$ cat src/rtl/vadpcm_frame_decoder_core_assert.svh
// Assertion macros shared by the frame decoder modules.
// Expects clk and rst_n in the scope of each use.
`ifndef VADPCM_FRAME_DECODER_CORE_ASSERT_SVH
`define VADPCM_FRAME_DECODER_CORE_ASSERT_SVH

// Same-cycle implication, skipped while in reset
`define VFD_ASSERT_IMP(lbl, ante, cons) \
  lbl: assert property (@(posedge clk) disable iff (!rst_n) (ante) |-> (cons)) \
    else $error("vfd assertion failed");

// Next-cycle implication, skipped while in reset
`define VFD_ASSERT_NXT(lbl, ante, cons) \
  lbl: assert property (@(posedge clk) disable iff (!rst_n) (ante) |=> (cons)) \
    else $error("vfd assertion failed");

`endif

$ cat src/rtl/vfd_pkg.sv
// Shared types and constants of the VADPCM frame decoder.
// No dependencies; used by the controller, datapath and top level.
package vfd_pkg;

  // Request codes
  localparam logic REQ_LOAD   = 1'b0;
  localparam logic REQ_DECODE = 1'b1;

  // Configuration register indexes
  localparam logic [1:0] CFG_PRED_COUNT = 2'd0;
  localparam logic [1:0] CFG_ORDER      = 2'd1;
  localparam logic [1:0] CFG_ENABLE     = 2'd2;

  // Operand selects for one multiply-accumulate term
  localparam logic [1:0] OP_HIST1 = 2'd0;
  localparam logic [1:0] OP_HIST0 = 2'd1;
  localparam logic [1:0] OP_SMP   = 2'd2;

  // Widths
  localparam int BASE_W = 11;  // pred*order*8 reaches 1800
  localparam int ACC_W  = 38;  // nine 32-bit products plus scaled nibble
  localparam int RAW_W  = 19;  // 4-bit nibble shifted by up to 15
  localparam int FRAC   = 11;

  typedef struct packed {
    logic       capture;   // take the accepted word
    logic       reduce;    // one modulo step on the address base
    logic       ram_we;    // store the loaded coefficient
    logic       issue;     // start one product term
    logic [3:0] off;       // coefficient offset from the predictor base
    logic [1:0] opsel;     // operand of the term
    logic [2:0] opj;       // earlier sample of this half
    logic       fin;       // finish the sample and load the output register
    logic       hist_upd;  // half done: refresh the history
    logic [3:0] idx;       // sample position within the frame
  } vfd_cmd_t;

  typedef struct packed {
    logic red_ge;    // base still at or above the depth
    logic out_free;  // output register can take a sample
    logic is_load;   // captured word is a coefficient load
  } vfd_sts_t;

endpackage

$ cat src/rtl/vfd_if.sv
// Valid/ready channel interfaces of the frame decoder.
// No dependencies.
interface vfd_in_if;
  logic               valid;
  logic               ready;
  logic               req_type;
  logic [7:0]         coef_index;
  logic signed [15:0] coef_value;
  logic [7:0]         frame_header;
  logic [31:0]        frame_first_half;
  logic [31:0]        frame_second_half;
  logic               start_voice;

  modport source (output valid, req_type, coef_index, coef_value, frame_header,
                  frame_first_half, frame_second_half, start_voice, input ready);
  modport sink   (input valid, req_type, coef_index, coef_value, frame_header,
                  frame_first_half, frame_second_half, start_voice, output ready);
endinterface

interface vfd_out_if;
  logic               valid;
  logic               ready;
  logic signed [15:0] sample;
  logic [3:0]         sample_index;
  logic               last;

  modport source (output valid, sample, sample_index, last, input ready);
  modport sink   (input valid, sample, sample_index, last, output ready);
endinterface

$ cat src/rtl/vfd_ram.sv
// Generic single-port-write, single-port-read RAM with registered read.
// No dependencies.
module vfd_ram #(
  parameter int WIDTH = 16,
  parameter int DEPTH = 256
) (
  input  logic                     clk,
  input  logic                     we,
  input  logic [$clog2(DEPTH)-1:0] wr_addr,
  input  logic [WIDTH-1:0]         wr_data,
  input  logic                     rd_en,
  input  logic [$clog2(DEPTH)-1:0] rd_addr,
  output logic [WIDTH-1:0]         rd_data
);

  logic [WIDTH-1:0] mem [DEPTH];

  // Write port
  always_ff @(posedge clk) begin
    if (we) begin
      mem[wr_addr] <= wr_data;
    end
  end

  // Registered read port
  always_ff @(posedge clk) begin
    if (rd_en) begin
      rd_data <= mem[rd_addr];
    end
  end

endmodule

$ cat src/rtl/vfd_ctrl.sv
// Controller of the frame decoder: sequences loads, address reduction,
// product terms and sample completion. Depends on vfd_pkg and the assert header.
`include "vadpcm_frame_decoder_core_assert.svh"

module vfd_ctrl
  import vfd_pkg::*;
(
  input  logic     clk,
  input  logic     rst_n,
  input  logic     in_valid,
  output logic     in_ready,
  input  logic     cb_enable,
  input  vfd_sts_t sts,
  output vfd_cmd_t cmd
);

  localparam logic [2:0] ST_IDLE   = 3'd0;
  localparam logic [2:0] ST_REDUCE = 3'd1;
  localparam logic [2:0] ST_ISSUE  = 3'd2;
  localparam logic [2:0] ST_DRAIN  = 3'd3;
  localparam logic [2:0] ST_FIN    = 3'd4;

  logic [2:0] state_r, state_nxt;
  logic       half_r, half_nxt;
  logic [2:0] i_r, i_nxt;
  logic [3:0] k_r, k_nxt;
  logic       drain_r, drain_nxt;
  logic [3:0] k_last;

  assign in_ready = (state_r == ST_IDLE);
  assign k_last   = 4'(i_r) + 4'd1;

  // Next state and commands
  always_comb begin
    state_nxt = state_r;
    half_nxt  = half_r;
    i_nxt     = i_r;
    k_nxt     = k_r;
    drain_nxt = drain_r;
    cmd       = '0;
    cmd.idx   = {half_r, i_r};
    cmd.opj   = 3'(k_r - 4'd2);
    unique case (k_r)
      4'd0: begin
        cmd.off   = {1'b0, i_r};
        cmd.opsel = OP_HIST1;
      end
      4'd1: begin
        cmd.off   = {1'b1, i_r};
        cmd.opsel = OP_HIST0;
      end
      default: begin
        cmd.off   = 4'(5'd9 + 5'(i_r) - 5'(k_r));
        cmd.opsel = OP_SMP;
      end
    endcase
    unique case (state_r)
      ST_IDLE: begin
        if (in_valid) begin
          cmd.capture = 1'b1;
          state_nxt   = ST_REDUCE;
        end
      end
      ST_REDUCE: begin
        cmd.reduce = 1'b1;
        if (!sts.red_ge) begin
          if (sts.is_load) begin
            cmd.ram_we = 1'b1;
            state_nxt  = ST_IDLE;
          end else begin
            half_nxt  = 1'b0;
            i_nxt     = 3'd0;
            k_nxt     = 4'd0;
            state_nxt = cb_enable ? ST_ISSUE : ST_FIN;
          end
        end
      end
      ST_ISSUE: begin
        cmd.issue = 1'b1;
        if (k_r == k_last) begin
          k_nxt     = 4'd0;
          drain_nxt = 1'b0;
          state_nxt = ST_DRAIN;
        end else begin
          k_nxt = k_r + 4'd1;
        end
      end
      ST_DRAIN: begin
        drain_nxt = 1'b1;
        if (drain_r) begin
          state_nxt = ST_FIN;
        end
      end
      ST_FIN: begin
        if (sts.out_free) begin
          cmd.fin      = 1'b1;
          cmd.hist_upd = (i_r == 3'd7);
          k_nxt        = 4'd0;
          if (i_r == 3'd7 && half_r) begin
            state_nxt = ST_IDLE;
          end else begin
            {half_nxt, i_nxt} = {half_r, i_r} + 4'd1;
            state_nxt         = cb_enable ? ST_ISSUE : ST_FIN;
          end
        end
      end
      default: begin
        state_nxt = ST_IDLE;
      end
    endcase
  end

  // State and counters
  always_ff @(posedge clk) begin
    if (!rst_n) begin
      state_r <= ST_IDLE;
      half_r  <= 1'b0;
      i_r     <= 3'd0;
      k_r     <= 4'd0;
      drain_r <= 1'b0;
    end else begin
      state_r <= state_nxt;
      half_r  <= half_nxt;
      i_r     <= i_nxt;
      k_r     <= k_nxt;
      drain_r <= drain_nxt;
    end
  end

  `VFD_ASSERT_IMP(a_term_bound, state_r == ST_ISSUE, k_r <= k_last)
  `VFD_ASSERT_NXT(a_fin_hold, (state_r == ST_FIN) && !sts.out_free, state_r == ST_FIN)

endmodule

$ cat src/rtl/vfd_datapath.sv
// Datapath of the frame decoder: codebook RAM, address reduction, MAC
// pipeline, history, saturation and output register. Depends on vfd_pkg,
// vfd_ram, vfd_out_if and the assert header.
`include "vadpcm_frame_decoder_core_assert.svh"

module vfd_datapath
  import vfd_pkg::*;
#(
  parameter int CODEBOOK_DEPTH = 256
) (
  input  logic               clk,
  input  logic               rst_n,
  input  logic               req_type,
  input  logic [7:0]         coef_index,
  input  logic signed [15:0] coef_value,
  input  logic [7:0]         frame_header,
  input  logic [31:0]        frame_first_half,
  input  logic [31:0]        frame_second_half,
  input  logic               start_voice,
  input  logic [4:0]         pred_count,
  input  logic [3:0]         cb_order,
  input  vfd_cmd_t           cmd,
  output vfd_sts_t           sts,
  vfd_out_if.source          out_ch
);

  localparam int AW = $clog2(CODEBOOK_DEPTH);
  localparam logic [BASE_W:0] DEPTH_L = (BASE_W + 1)'(CODEBOOK_DEPTH);
  localparam logic signed [ACC_W-1:0] SAT_MAX = ACC_W'(32767);
  localparam logic signed [ACC_W-1:0] SAT_MIN = -ACC_W'(32768);

  logic               req_type_r;
  logic signed [15:0] coef_value_r;
  logic [3:0]         scale_r;
  logic [31:0]        first_r;
  logic [31:0]        second_r;
  logic [BASE_W-1:0]  red_r;
  logic signed [15:0] hist0_r;
  logic signed [15:0] hist1_r;
  logic signed [15:0] smp_r [8];

  logic [3:0]         pred;
  logic [3:0]         order;
  logic [7:0]         pred_x_order;
  logic               red_ge;
  logic [BASE_W:0]    addr_sum;
  logic [BASE_W:0]    addr_mod;
  logic [AW-1:0]      rd_addr;
  logic [15:0]        rd_data;
  logic signed [15:0] opnd;

  logic               vld_b_r;
  logic signed [15:0] opnd_b_r;
  logic               vld_c_r;
  logic signed [31:0] prod_r;
  logic signed [ACC_W-1:0] acc_r;

  logic [31:0]             word;
  logic [3:0]              nib;
  logic signed [RAW_W-1:0] raw;
  logic signed [ACC_W-1:0] total;
  logic signed [ACC_W-1:0] shifted;
  logic signed [15:0]      fin_sample;

  logic               out_valid_r;
  logic signed [15:0] out_sample_r;
  logic [3:0]         out_idx_r;

  // Clamp predictor index and fix order zero
  always_comb begin
    pred = frame_header[3:0];
    if (pred_count != 5'd0 && {1'b0, pred} >= pred_count) begin
      pred = 4'(pred_count - 5'd1);
    end
    order = (cb_order == 4'd0) ? 4'd2 : cb_order;
  end
  assign pred_x_order = pred * order;

  // Capture the accepted word; reduce the base modulo the depth
  assign red_ge = {1'b0, red_r} >= DEPTH_L;
  always_ff @(posedge clk) begin
    if (cmd.capture) begin
      req_type_r   <= req_type;
      coef_value_r <= coef_value;
      scale_r      <= frame_header[7:4];
      first_r      <= frame_first_half;
      second_r     <= frame_second_half;
      red_r        <= (req_type == REQ_LOAD) ? BASE_W'(coef_index)
                                             : BASE_W'({pred_x_order, 3'b000});
    end else if (cmd.reduce && red_ge) begin
      red_r <= BASE_W'({1'b0, red_r} - DEPTH_L);
    end
  end

  // Coefficient address: base plus offset, wrapped once
  always_comb begin
    addr_sum = {1'b0, red_r} + (BASE_W + 1)'(cmd.off);
    addr_mod = (addr_sum >= DEPTH_L) ? addr_sum - DEPTH_L : addr_sum;
  end
  assign rd_addr = addr_mod[AW-1:0];

  vfd_ram #(
    .WIDTH (16),
    .DEPTH (CODEBOOK_DEPTH)
  ) u_codebook (
    .clk     (clk),
    .we      (cmd.ram_we),
    .wr_addr (red_r[AW-1:0]),
    .wr_data (coef_value_r),
    .rd_en   (cmd.issue),
    .rd_addr (rd_addr),
    .rd_data (rd_data)
  );

  // Operand of the issued term
  always_comb begin
    unique case (cmd.opsel)
      OP_HIST1: opnd = hist1_r;
      OP_HIST0: opnd = hist0_r;
      OP_SMP:   opnd = smp_r[cmd.opj];
      default:  opnd = '0;
    endcase
  end

  // MAC pipeline: read, multiply, accumulate
  always_ff @(posedge clk) begin
    if (!rst_n) begin
      vld_b_r <= 1'b0;
      vld_c_r <= 1'b0;
    end else begin
      vld_b_r <= cmd.issue;
      vld_c_r <= vld_b_r;
    end
  end

  always_ff @(posedge clk) begin
    opnd_b_r <= opnd;
    prod_r   <= $signed(rd_data) * opnd_b_r;
    if (cmd.capture || cmd.fin) begin
      acc_r <= '0;
    end else if (vld_c_r) begin
      acc_r <= acc_r + ACC_W'(prod_r);
    end
  end

  // Add the scaled nibble, floor-shift and saturate
  always_comb begin
    word    = cmd.idx[3] ? second_r : first_r;
    nib     = 4'(word >> {~cmd.idx[2:0], 2'b00});
    raw     = RAW_W'($signed(nib)) <<< scale_r;
    total   = acc_r + (ACC_W'(raw) <<< FRAC);
    shifted = total >>> FRAC;
    if (shifted > SAT_MAX) begin
      fin_sample = 16'sh7fff;
    end else if (shifted < SAT_MIN) begin
      fin_sample = -16'sh8000;
    end else begin
      fin_sample = shifted[15:0];
    end
  end

  // Store samples of the current half
  always_ff @(posedge clk) begin
    if (cmd.fin) begin
      smp_r[cmd.idx[2:0]] <= fin_sample;
    end
  end

  // History: clear on voice start, take last two outputs at half end
  always_ff @(posedge clk) begin
    if (!rst_n) begin
      hist0_r <= '0;
      hist1_r <= '0;
    end else if (cmd.capture && req_type == REQ_DECODE && start_voice) begin
      hist0_r <= '0;
      hist1_r <= '0;
    end else if (cmd.fin && cmd.hist_upd) begin
      hist0_r <= smp_r[6];
      hist1_r <= fin_sample;
    end
  end

  // Output register
  always_ff @(posedge clk) begin
    if (!rst_n) begin
      out_valid_r <= 1'b0;
    end else if (cmd.fin) begin
      out_valid_r <= 1'b1;
    end else if (out_ch.ready) begin
      out_valid_r <= 1'b0;
    end
  end

  always_ff @(posedge clk) begin
    if (cmd.fin) begin
      out_sample_r <= fin_sample;
      out_idx_r    <= cmd.idx;
    end
  end

  assign out_ch.valid        = out_valid_r;
  assign out_ch.sample       = out_sample_r;
  assign out_ch.sample_index = out_idx_r;
  assign out_ch.last         = (out_idx_r == 4'd15);

  assign sts.red_ge   = red_ge;
  assign sts.out_free = !out_valid_r || out_ch.ready;
  assign sts.is_load  = (req_type_r == REQ_LOAD);

  `VFD_ASSERT_IMP(a_base_reduced, cmd.issue || cmd.ram_we, !red_ge)

endmodule

$ cat src/rtl/vadpcm_frame_decoder_core.sv
// Top level of the VADPCM frame decoder: configuration registers, controller
// and datapath. Depends on vfd_pkg, vfd_if, vfd_ctrl and vfd_datapath.
//
//   Channel   Dir  Handshake          Word
//   in_ch     in   valid/ready        coefficient load or one 9-byte frame
//   out_ch    out  valid/ready        one decoded sample, index and last flag
//   cfg_*     in   write enable only  predictor count, order, codebook enable
//
// A frame is captured, then its base pred*order*8 is reduced modulo
// CODEBOOK_DEPTH one subtraction at a time; then each sample i of each half
// issues i+2 multiply-accumulate terms, one per cycle through the single
// codebook read port, drains the pipeline and finishes. With the codebook
// disabled a sample only finishes. A coefficient load is captured, its
// address is reduced the same way, and the coefficient is then written.
// Reset is synchronous; history and configuration return to reset values,
// the codebook is not cleared. A stalled output register holds the decoder in
// the finish step of the next sample.
module vadpcm_frame_decoder_core
  import vfd_pkg::*;
#(
  parameter int CODEBOOK_DEPTH = 256
) (
  input  logic        clk,
  input  logic        rst_n,
  vfd_in_if.sink      in_ch,
  vfd_out_if.source   out_ch,
  input  logic        cfg_we,
  input  logic [1:0]  cfg_index,
  input  logic [4:0]  cfg_wdata
);

  logic [4:0] pred_count_r;
  logic [3:0] cb_order_r;
  logic       cb_enable_r;
  logic       ctrl_ready;
  vfd_cmd_t   cmd;
  vfd_sts_t   sts;

  // Configuration registers
  always_ff @(posedge clk) begin
    if (!rst_n) begin
      pred_count_r <= 5'd1;
      cb_order_r   <= 4'd2;
      cb_enable_r  <= 1'b0;
    end else if (cfg_we) begin
      unique case (cfg_index)
        CFG_PRED_COUNT: pred_count_r <= cfg_wdata;
        CFG_ORDER:      cb_order_r   <= cfg_wdata[3:0];
        CFG_ENABLE:     cb_enable_r  <= cfg_wdata[0];
        default: begin
        end
      endcase
    end
  end

  assign in_ch.ready = ctrl_ready;

  vfd_ctrl u_ctrl (
    .clk       (clk),
    .rst_n     (rst_n),
    .in_valid  (in_ch.valid),
    .in_ready  (ctrl_ready),
    .cb_enable (cb_enable_r),
    .sts       (sts),
    .cmd       (cmd)
  );

  vfd_datapath #(
    .CODEBOOK_DEPTH (CODEBOOK_DEPTH)
  ) u_datapath (
    .clk               (clk),
    .rst_n             (rst_n),
    .req_type          (in_ch.req_type),
    .coef_index        (in_ch.coef_index),
    .coef_value        (in_ch.coef_value),
    .frame_header      (in_ch.frame_header),
    .frame_first_half  (in_ch.frame_first_half),
    .frame_second_half (in_ch.frame_second_half),
    .start_voice       (in_ch.start_voice),
    .pred_count        (pred_count_r),
    .cb_order          (cb_order_r),
    .cmd               (cmd),
    .sts               (sts),
    .out_ch            (out_ch)
  );

endmodule

$ cat src/flat_wrapper.sv
// flat-port wrapper written by rule: the top's interface ports become plain ports
module vadpcm_frame_decoder_core_flat import vfd_pkg::*;
#(
  parameter int CODEBOOK_DEPTH = 256
)
  (clk, rst_n, cfg_we, cfg_index, cfg_wdata, in_ch_valid, in_ch_req_type, in_ch_coef_index, in_ch_coef_value, in_ch_frame_header, in_ch_frame_first_half, in_ch_frame_second_half, in_ch_start_voice, in_ch_ready, out_ch_valid, out_ch_sample, out_ch_sample_index, out_ch_last, out_ch_ready);
  vfd_in_if in_ch_i ();
  vfd_out_if out_ch_i ();
  input  logic clk;
  input  logic rst_n;
  input  logic cfg_we;
  input  logic [1:0] cfg_index;
  input  logic [4:0] cfg_wdata;
  input wire logic [$bits(in_ch_i.valid)-1:0] in_ch_valid;
  input wire logic [$bits(in_ch_i.req_type)-1:0] in_ch_req_type;
  input wire logic [$bits(in_ch_i.coef_index)-1:0] in_ch_coef_index;
  input wire logic [$bits(in_ch_i.coef_value)-1:0] in_ch_coef_value;
  input wire logic [$bits(in_ch_i.frame_header)-1:0] in_ch_frame_header;
  input wire logic [$bits(in_ch_i.frame_first_half)-1:0] in_ch_frame_first_half;
  input wire logic [$bits(in_ch_i.frame_second_half)-1:0] in_ch_frame_second_half;
  input wire logic [$bits(in_ch_i.start_voice)-1:0] in_ch_start_voice;
  output wire logic [$bits(in_ch_i.ready)-1:0] in_ch_ready;
  output wire logic [$bits(out_ch_i.valid)-1:0] out_ch_valid;
  output wire logic [$bits(out_ch_i.sample)-1:0] out_ch_sample;
  output wire logic [$bits(out_ch_i.sample_index)-1:0] out_ch_sample_index;
  output wire logic [$bits(out_ch_i.last)-1:0] out_ch_last;
  input wire logic [$bits(out_ch_i.ready)-1:0] out_ch_ready;
  assign in_ch_i.valid = in_ch_valid;
  assign in_ch_i.req_type = in_ch_req_type;
  assign in_ch_i.coef_index = in_ch_coef_index;
  assign in_ch_i.coef_value = in_ch_coef_value;
  assign in_ch_i.frame_header = in_ch_frame_header;
  assign in_ch_i.frame_first_half = in_ch_frame_first_half;
  assign in_ch_i.frame_second_half = in_ch_frame_second_half;
  assign in_ch_i.start_voice = in_ch_start_voice;
  assign in_ch_ready = in_ch_i.ready;
  assign out_ch_valid = out_ch_i.valid;
  assign out_ch_sample = out_ch_i.sample;
  assign out_ch_sample_index = out_ch_i.sample_index;
  assign out_ch_last = out_ch_i.last;
  assign out_ch_i.ready = out_ch_ready;
  vadpcm_frame_decoder_core #(.CODEBOOK_DEPTH(CODEBOOK_DEPTH)) u_core (.clk(clk), .rst_n(rst_n), .in_ch(in_ch_i), .out_ch(out_ch_i), .cfg_we(cfg_we), .cfg_index(cfg_index), .cfg_wdata(cfg_wdata));
endmodule
$ cat config.mk
export PLATFORM = sky130hd
export DESIGN_NAME = vadpcm_frame_decoder_core_flat
export DESIGN_NICKNAME = d
export VERILOG_FILES = /design/src/rtl/vfd_pkg.sv /design/src/rtl/vfd_if.sv /design/src/rtl/vfd_ram.sv /design/src/rtl/vfd_ctrl.sv /design/src/rtl/vfd_datapath.sv /design/src/rtl/vadpcm_frame_decoder_core.sv /design/src/flat_wrapper.sv
export VERILOG_INCLUDE_DIRS = /design/src /design/src/rtl
export SDC_FILE = /design/constraint.sdc
export NUM_CORES = 2
export LEC_CHECK = 0
export BUFFER_PORTS_ARGS = -buffer_cell sky130_fd_sc_hd__buf_4
export CORE_MARGIN = 1
export CORE_UTILIZATION = 63
export CTS_CLUSTER_DIAMETER = 50
export DETAILED_ROUTE_END_ITERATION = 8
export GPL_TIMING_DRIVEN = 1
export PLACE_DENSITY = 0.76
export SYNTH_ARGS = -nofsm -noshare
export SYNTH_HDL_FRONTEND = slang
export SYNTH_HIERARCHICAL = 1
export SYNTH_MEMORY_MAX_BITS = 65536
export SYNTH_SLANG_ARGS = --single-unit
$ cat constraint.sdc
create_clock -name clk -period 7.7 [get_ports clk]
set_input_delay 0.385 -clock clk [delete_from_list [all_inputs] [get_ports clk]]
set_output_delay 0.385 -clock clk [all_outputs]
set_load 0.1 [all_outputs]
[Word level (Yosys, flattened, before mapping)]
Memory sizes are Yosys's and may differ from the RTL's. A register that Yosys moved wholly into a read port is not among the register bits.
Index checks and enable logic that the tools add are counted.
Cells by class
  add/sub/neg operators: 12
  multipliers: 2
  div/mod/pow operators: 0
  $lt $le $gt $ge: 5
  equality and inequality tests: 19
  shifts and indexed selects: 2
  muxes and demuxes: 51
  bitwise gates (word level): 2
  reductions and logical operators: 28
Operators with widths (number)
  one-hot mux 16 bit (3 select lines): 1
  adder 38 x 30 -> 38 bit: 1
  adder 38 x 32 -> 38 bit: 1
  2-to-1 mux 3 bit: 12
  2-to-1 mux 11 bit: 3
  multiplier 16 x 16 -> 32 bit: 1
  2-to-1 mux 16 bit: 2
  2-to-1 mux 32 bit: 1
  >> shifter 32 x 5 -> 4 bit: 1
  > comparator 27 x 16 -> 1 bit, second input constant: 1
  less-than comparator 27 x 16 -> 1 bit, second input constant: 1
  2-to-1 mux 4 bit: 6
  <<< shifter 4 x 4 -> 19 bit: 1
  2-to-1 mux 1 bit: 16
  one-hot mux 3 bit (5 select lines): 1
  adder 11 x 4 -> 12 bit: 1
  greater-or-equal comparator 12 x 9 -> 1 bit, second input constant: 1
  inequality test 2 bit, second input constant: 6
  one-hot mux 4 bit (3 select lines): 1
  one-hot mux 6 bit (2 select lines): 1
  greater-or-equal comparator 11 x 9 -> 1 bit, second input constant: 1
  subtractor 11 x 9 -> 11 bit, second input constant: 1
  AND reduction 5 bit: 2
  adder 4 x 1 -> 4 bit, second input constant: 2
  35 further kinds: 56
Word-level totals
  register bits after elaboration: 243
  bits in latches: 0
  memory bits (writable): 4224
  ROM bits: 0
  input port bits: 110
  word-level logic and storage cells: 146
  memories: 2
Memories
  u_core.u_datapath.u_codebook.mem: depth 256, width 16, read ports 1, clocked after memory_dff 1, wr ports 1, RTL line vfd_ram.sv:16  | logic [WIDTH-1:0] mem [DEPTH];
  u_core.u_datapath.smp_r: depth 8, width 16, read ports 2, clocked after memory_dff 1, wr ports 1, RTL line vfd_datapath.sv:40  | logic signed [15:0] smp_r [8];

[Longest topological paths before layout]
  word-level depth: 7
  depth in mapped cells: 25
  depth with buffers taken out: 24

[Cells and area by module]
The synthesis kept the hierarchy.
By module, submodules not included
  vfd_ram: instances 1, cells an instance 7360, area an instance 158874.9 µm², sequential area each 123478.4 µm²
  vfd_datapath: instances 1, cells an instance 2471, area an instance 27149.8 µm², sequential area each 9749.4 µm²
  vfd_ctrl: instances 1, cells an instance 119, area an instance 994.7 µm², sequential area each 240.2 µm²
  vadpcm_frame_decoder_core: instances 1, cells an instance 42, area an instance 427.9 µm², sequential area each 200.2 µm²

[Worst setup path after synthesis]
Ideal clock, no wire load.
  path type: register -> register
  start: reg u_core.u_ctrl.state_r[0]
  end: reg u_core.u_datapath.hist1_r[2]
  data arrival time: 6152 ps
  slack: 1423 ps
  stages on the path, launching flop included: 10
  period minus slack after synthesis: 6277 ps
  path through: dfxtp_1 clkbuf_1 nor3_1 and2_1 nand3_1 nand2_1 nor2_1 clkbuf_1 a32oi_1 o31ai_1
RTL lines
  start, declared: RTL line vfd_ctrl.sv:23  | logic [2:0] state_r, state_nxt;
  start signal, assigned: RTL line vfd_ctrl.sv:122  | state_r <= state_nxt;
  end signal, assigned: RTL line vfd_datapath.sv:179  | hist1_r <= fin_sample;
  end, declared: RTL line vfd_datapath.sv:39  | logic signed [15:0] hist1_r;

[Worst setup path after layout]
  start: reg u_core.u_datapath.u_codebook.rd_data[11] (read register of u_core.u_datapath.u_codebook.mem)
  end: reg u_core.u_datapath.prod_r[31]
On the way
  word-level cells in the longest chain between the ends: 1
Ends and longest elaborated chain
  start, declared: RTL line vfd_ram.sv:13  | output logic [WIDTH-1:0] rd_data
  multiplier 16 x 16 -> 32 bit: RTL line vfd_datapath.sv:138  | prod_r <= $signed(rd_data) * opnd_b_r;
  end signal, assigned: RTL line vfd_datapath.sv:138
  end, declared: RTL line vfd_datapath.sv:55  | logic signed [31:0] prod_r;
No other way between the ends.
A chain may end at the register's enable or synchronous reset.

==> results.py <==
metrics = {
    "global_routing": {
        "grt_remaining_overflow": 0,
        "grt_pass1_vias": 103000,
        "grt_util_met2_pct": 51.7,
        "most_used_layer_global_route": "met2",
        "use_met1_pct": 46.3,
        "grt_antenna_before_repair": 25,
        "grt_start_max_net_pins": 209,
        "grt_first_pass_wirelength_um": 718000,
        "global_route.usage.total_pct": 33.3,
        "globalRouteMet3Util_pct": 8.00,
    },
    "die": {
        "fp.dieArea_sq_um": 300000,
        "num_rows": 199,
        "coreArea_sq_um": 295000,
        "initial_utilization_pct": 63.6,
        "vertical_die_dimension_um": 547,
        "io-pin-count": 133,
        "die_width_um": 547,
    },
    "pwr": {
        "switching_power_share_of_the_total_pct": 36.0,
        "power.sequential.fraction_pct": 34.9,
        "cellLeakagePower_nw": 70.5,
        "combinational_power_share_pct": 40.1,
        "totalPowerFinal_mw": 84.6,
        "p_int_mw": 54.2,
        "ir_worst_vdd_v": 0.000495,
        "clk_pwr_share_pct": 25.0,
        "cellPowerDensity_nw_per_um2": 402,
        "switching_power_mw": 30.4,
    },
    "placement": {
        "place.port_buffers": 132,
        "placedCellCount": 14000,
        "detailedPlace.worstSlack_ns": 0.739,
        "dp_hpwl_um": 295000,
        "gpl.final_weighted_congestion": 0.949,
    },
    "synth": {
        "synth.distinct_cells": 98,
        "synth-edff-count": 4356,
        "synth_top_cell_area_share_pct": 69.8,
        "postSynthRegisterBits": 4499,
        "synthesis.nets": 10600,
        "post_synth_main_area_contributors": "sky130_fd_sc_hd__edfxtp_1 (70%), sky130_fd_sc_hd__mux4_2 (10%), sky130_fd_sc_hd__mux2i_1 (3.4%), sky130_fd_sc_hd__fa_1 (2.9%), sky130_fd_sc_hd__dfxtp_1 (1.5%)",
        "number_of_warnings_issued_by_yosys": 6,
        "post_synth_inst_count": 9992,
        "dominantRegCellSynth": "sky130_fd_sc_hd__edfxtp_1",
        "synth-seq-area-share_pct": 71.3,
        "syn_area_per_cell_sq_um": 18.8,
        "synthArstFlopShare_pct": 0,
        "post_synth_instance_area_sq_um": 187000,
        "synth.largest_area_cell": "sky130_fd_sc_hd__edfxtp_1",
    },
    "worst_setup_path": {
        "required_time_of_the_worst_setup_path_ns": 8.55,
        "worstPathBufferInverterCount": 3,
        "cpLargestDelayFamily": "adder cells",
        "crit_type": "flop to flop",
        "worstPathCellList": "nand2_1, fa_1, fa_1, fa_1, inv_1, fa_1, fa_1, inv_1, fa_1, inv_1, ha_1, a21o_1, a21o_1, a21oi_1, o31ai_1, a221o_1, a221o_1, o41ai_2, o21bai_1, a21oi_1, xnor2_1",
        "setup.worst_path.start_class": "flop",
        "worst_path_largest_cell_delay_ns": 0.88,
        "critical_path_most_common_cell": "sky130_fd_sc_hd__fa_1",
        "endpoint_kind": "flop",
        "critPathArrivalTime_ns": 7.86,
        "critical_path.slowest_cell": "sky130_fd_sc_hd__edfxtp_1",
        "crit_fanout": 16,
    },
    "clock_network": {
        "number_of_buffers_added_for_setup_after_cts": 0,
        "cts_tree": "built",
        "cts.htree.levels": 5,
        "clk_pin_slew_ns": 0.07,
        "cts_resized": 0,
        "cell_at_the_root_of_the_clock_tree": "sky130_fd_sc_hd__clkbuf_16",
        "cts-buffers-inserted": 446,
        "worstSkewPairLatency_ns": 0.99,
        "max-clock-path-buffers": 4,
        "cts.sink_count": 4499,
    },
    "final_layout": {
        "post_route_cells_drive_above_1_share_pct": 21.0,
        "filler_cell_count": 17100,
        "finish.cell_count_without_fillers": 15000,
        "finalNetCount": 11200,
        "final_common_cell": "sky130_fd_sc_hd__edfxtp_1",
        "layout_common_cells": "sky130_fd_sc_hd__edfxtp_1 (4356), sky130_fd_sc_hd__mux4_2 (849), sky130_fd_sc_hd__mux2i_1 (634), sky130_fd_sc_hd__buf_4 (580), sky130_fd_sc_hd__clkbuf_16 (449)",
        "areaGrowthSynthToFinish_pct": 12.3,
    },
    "detailed_routing": {
        "antenna_violating_nets_post_route": 0,
        "route.detailed.wl_per_inst_um": 33.2,
        "first_iter_violations": 15200,
        "routed-via-count": 103000,
        "firstDrtPassIters": 9,
        "route.detailed.vias_per_inst": 6.88,
        "remaining_drc_errors": 195,
        "totalWireLength_um": 497000,
    },
    "timing": {
        "worstMarginPinSlew_ns": 1.45,
        "final_min_period_over_clock_period_pct": 91.0,
        "setup_total_negative_slack_ns": 0,
        "grt_setup_unrepaired": "no",
        "setup_violations": 0,
        "finalWorstSetupSlack_ns": 0.692,
        "clock.fmax_mhz": 143,
        "worst_slew_margin_rel_pct": 3.28,
        "fin_crit_ns": 7.01,
        "hold_viol": 0,
        "finClkSkew_ns": 0.0750,
        "timing_max_transition_violations_final": 0,
    },
    "status": {
        "outcome": "finished, violations left",
        "violations": "DRC",
    },
    "min_path": {
        "hold_class": "input port to flop",
    },
    "flow_run": {
        "count_of_maximum_capacitance_violations": 0,
    },
}
==> metal layers <==
metal | wire [um] | up-vias | share of wire (%)
met5 | 149 | - | 0.030
met4 | 21900 | 16 | 4.4
met3 | 60300 | 1176 | 12
met2 | 233000 | 7195 | 47
met1 | 182000 | 53000 | 37
li1 | - | 41600 | -
==> area by class of cell <==
type | instances | area, sq um | share of cell area, %
Sequential cell | 4499 | 134000 | 63.5
Multi-Input combinational cell | 4584 | 49600 | 23.6
Clock buffer | 534 | 11600 | 5.50
Timing Repair Buffer | 751 | 6590 | 3.13
Tap cell | 3919 | 4900 | 2.33
Clock inverter | 287 | 2660 | 1.27
Inverter | 363 | 1380 | 0.657
Antenna cell | 26 | 65.1 | 0.0309
==> synthesized netlist by cell type, types with 35 or more instances <==
cell and number:
sky130_fd_sc_hd__xnor2_1 64, sky130_fd_sc_hd__nor2_1 428, sky130_fd_sc_hd__buf_2 83, sky130_fd_sc_hd__a22oi_1 45, sky130_fd_sc_hd__mux2_2 95, sky130_fd_sc_hd__a21oi_1 292, sky130_fd_sc_hd__edfxtp_1 4356, sky130_fd_sc_hd__nand2b_1 35
sky130_fd_sc_hd__clkbuf_1 301, sky130_fd_sc_hd__dfxtp_1 143, sky130_fd_sc_hd__and2_1 150, sky130_fd_sc_hd__o221ai_1 252, sky130_fd_sc_hd__ha_1 178, sky130_fd_sc_hd__nand3_1 55, sky130_fd_sc_hd__buf_1 38, sky130_fd_sc_hd__a21o_1 45
sky130_fd_sc_hd__mux2i_1 634, sky130_fd_sc_hd__inv_1 362, sky130_fd_sc_hd__o22ai_1 173, sky130_fd_sc_hd__nand2_1 284, sky130_fd_sc_hd__buf_6 79, sky130_fd_sc_hd__mux4_2 849, sky130_fd_sc_hd__o21ai_0 94, sky130_fd_sc_hd__fa_1 270
sky130_fd_sc_hd__nor3_1 122
==> timing repair <==
item	CTS	global route
hold buffers	119	0
hold endpoints to repair	120	0
endpoints found under the setup margin	0	0
==> registers in the layout, indices dropped and copies added (netlist names), 5 cells and up <==
| name | cells |
|---|---|
| u_core/u_datapath/hist0_r | 16 |
| u_core/pred_count_r | 5 |
| u_core/u_datapath/out_ch.sample | 16 |
| u_core/u_datapath/prod_r | 32 |
| u_core/u_datapath/acc_r | 38 |
| u_core/u_datapath/second_r | 32 |
| u_core/u_datapath/u_codebook/mem | 4096 |
| u_core/u_datapath/first_r | 32 |
| u_core/u_datapath/opnd_b_r | 16 |
| u_core/u_datapath/coef_value_r | 16 |
| u_core/u_datapath/smp_r | 128 |
| u_core/u_datapath/hist1_r | 16 |
| u_core/u_datapath/u_codebook/rd_data | 16 |
| u_core/u_datapath/red_r | 11 |
==> cells by family after synthesis <==
logic type | count (synthesis) | share of synthesized area (%)
adder cells (fa/ha/maj) | 448 | 4.07
AND/OR/NAND/NOR | 1267 | 3.24
flip-flops | 4499 | 71.3
AO/OA/AOI/OAI | 1195 | 4.41
XOR/XNOR | 96 | 0.449
buffers and inverters | 909 | 2.36
multiplexers | 1578 | 14.2
==> per-stage QoR <==
stage	utilization (%)	hold slack, ns	area, sq um
after detailed placement	66.1	0.445	195000
after CTS	71.4	0.0639	210000
after floorplan	-	0.412	187000
final	71.4	0.0996	210000
after global routing	71.4	0.0794	210000
after global placement	66.1	0.436	195000
==> path summary, 6_finish.rpt <==
kind / cells after the start / slack [ns] / startpoint / to
hold / removal: 2 / 0.1 / in_ch_frame_first_half[29] / u_core/u_datapath/first_r[29]
hold reg to reg: 1 / 0.46 / u_core/u_datapath/vld_b_r / u_core/u_datapath/vld_c_r
setup / recovery: 21 / 0.69 / u_core/u_datapath/u_codebook/rd_data[11] / u_core/u_datapath/prod_r[31]
setup reg to reg: 21 / 0.69 / u_core/u_datapath/u_codebook/rd_data[11] / u_core/u_datapath/prod_r[31]
==> power by group through the flow <==
stage	Clock [mW]	Combinational [mW]	Sequential [mW]
6_report	21.2	33.9	29.5
5_1_grt	22.2	35.5	29.5
4_1_cts	21.3	33.5	29.5
3_5_place_dp	0	33.1	30.0
3_3_place_gp	0	32.5	30.0
2_1_floorplan	0	22.2	30.8
(Power assumes the default switching activity.)
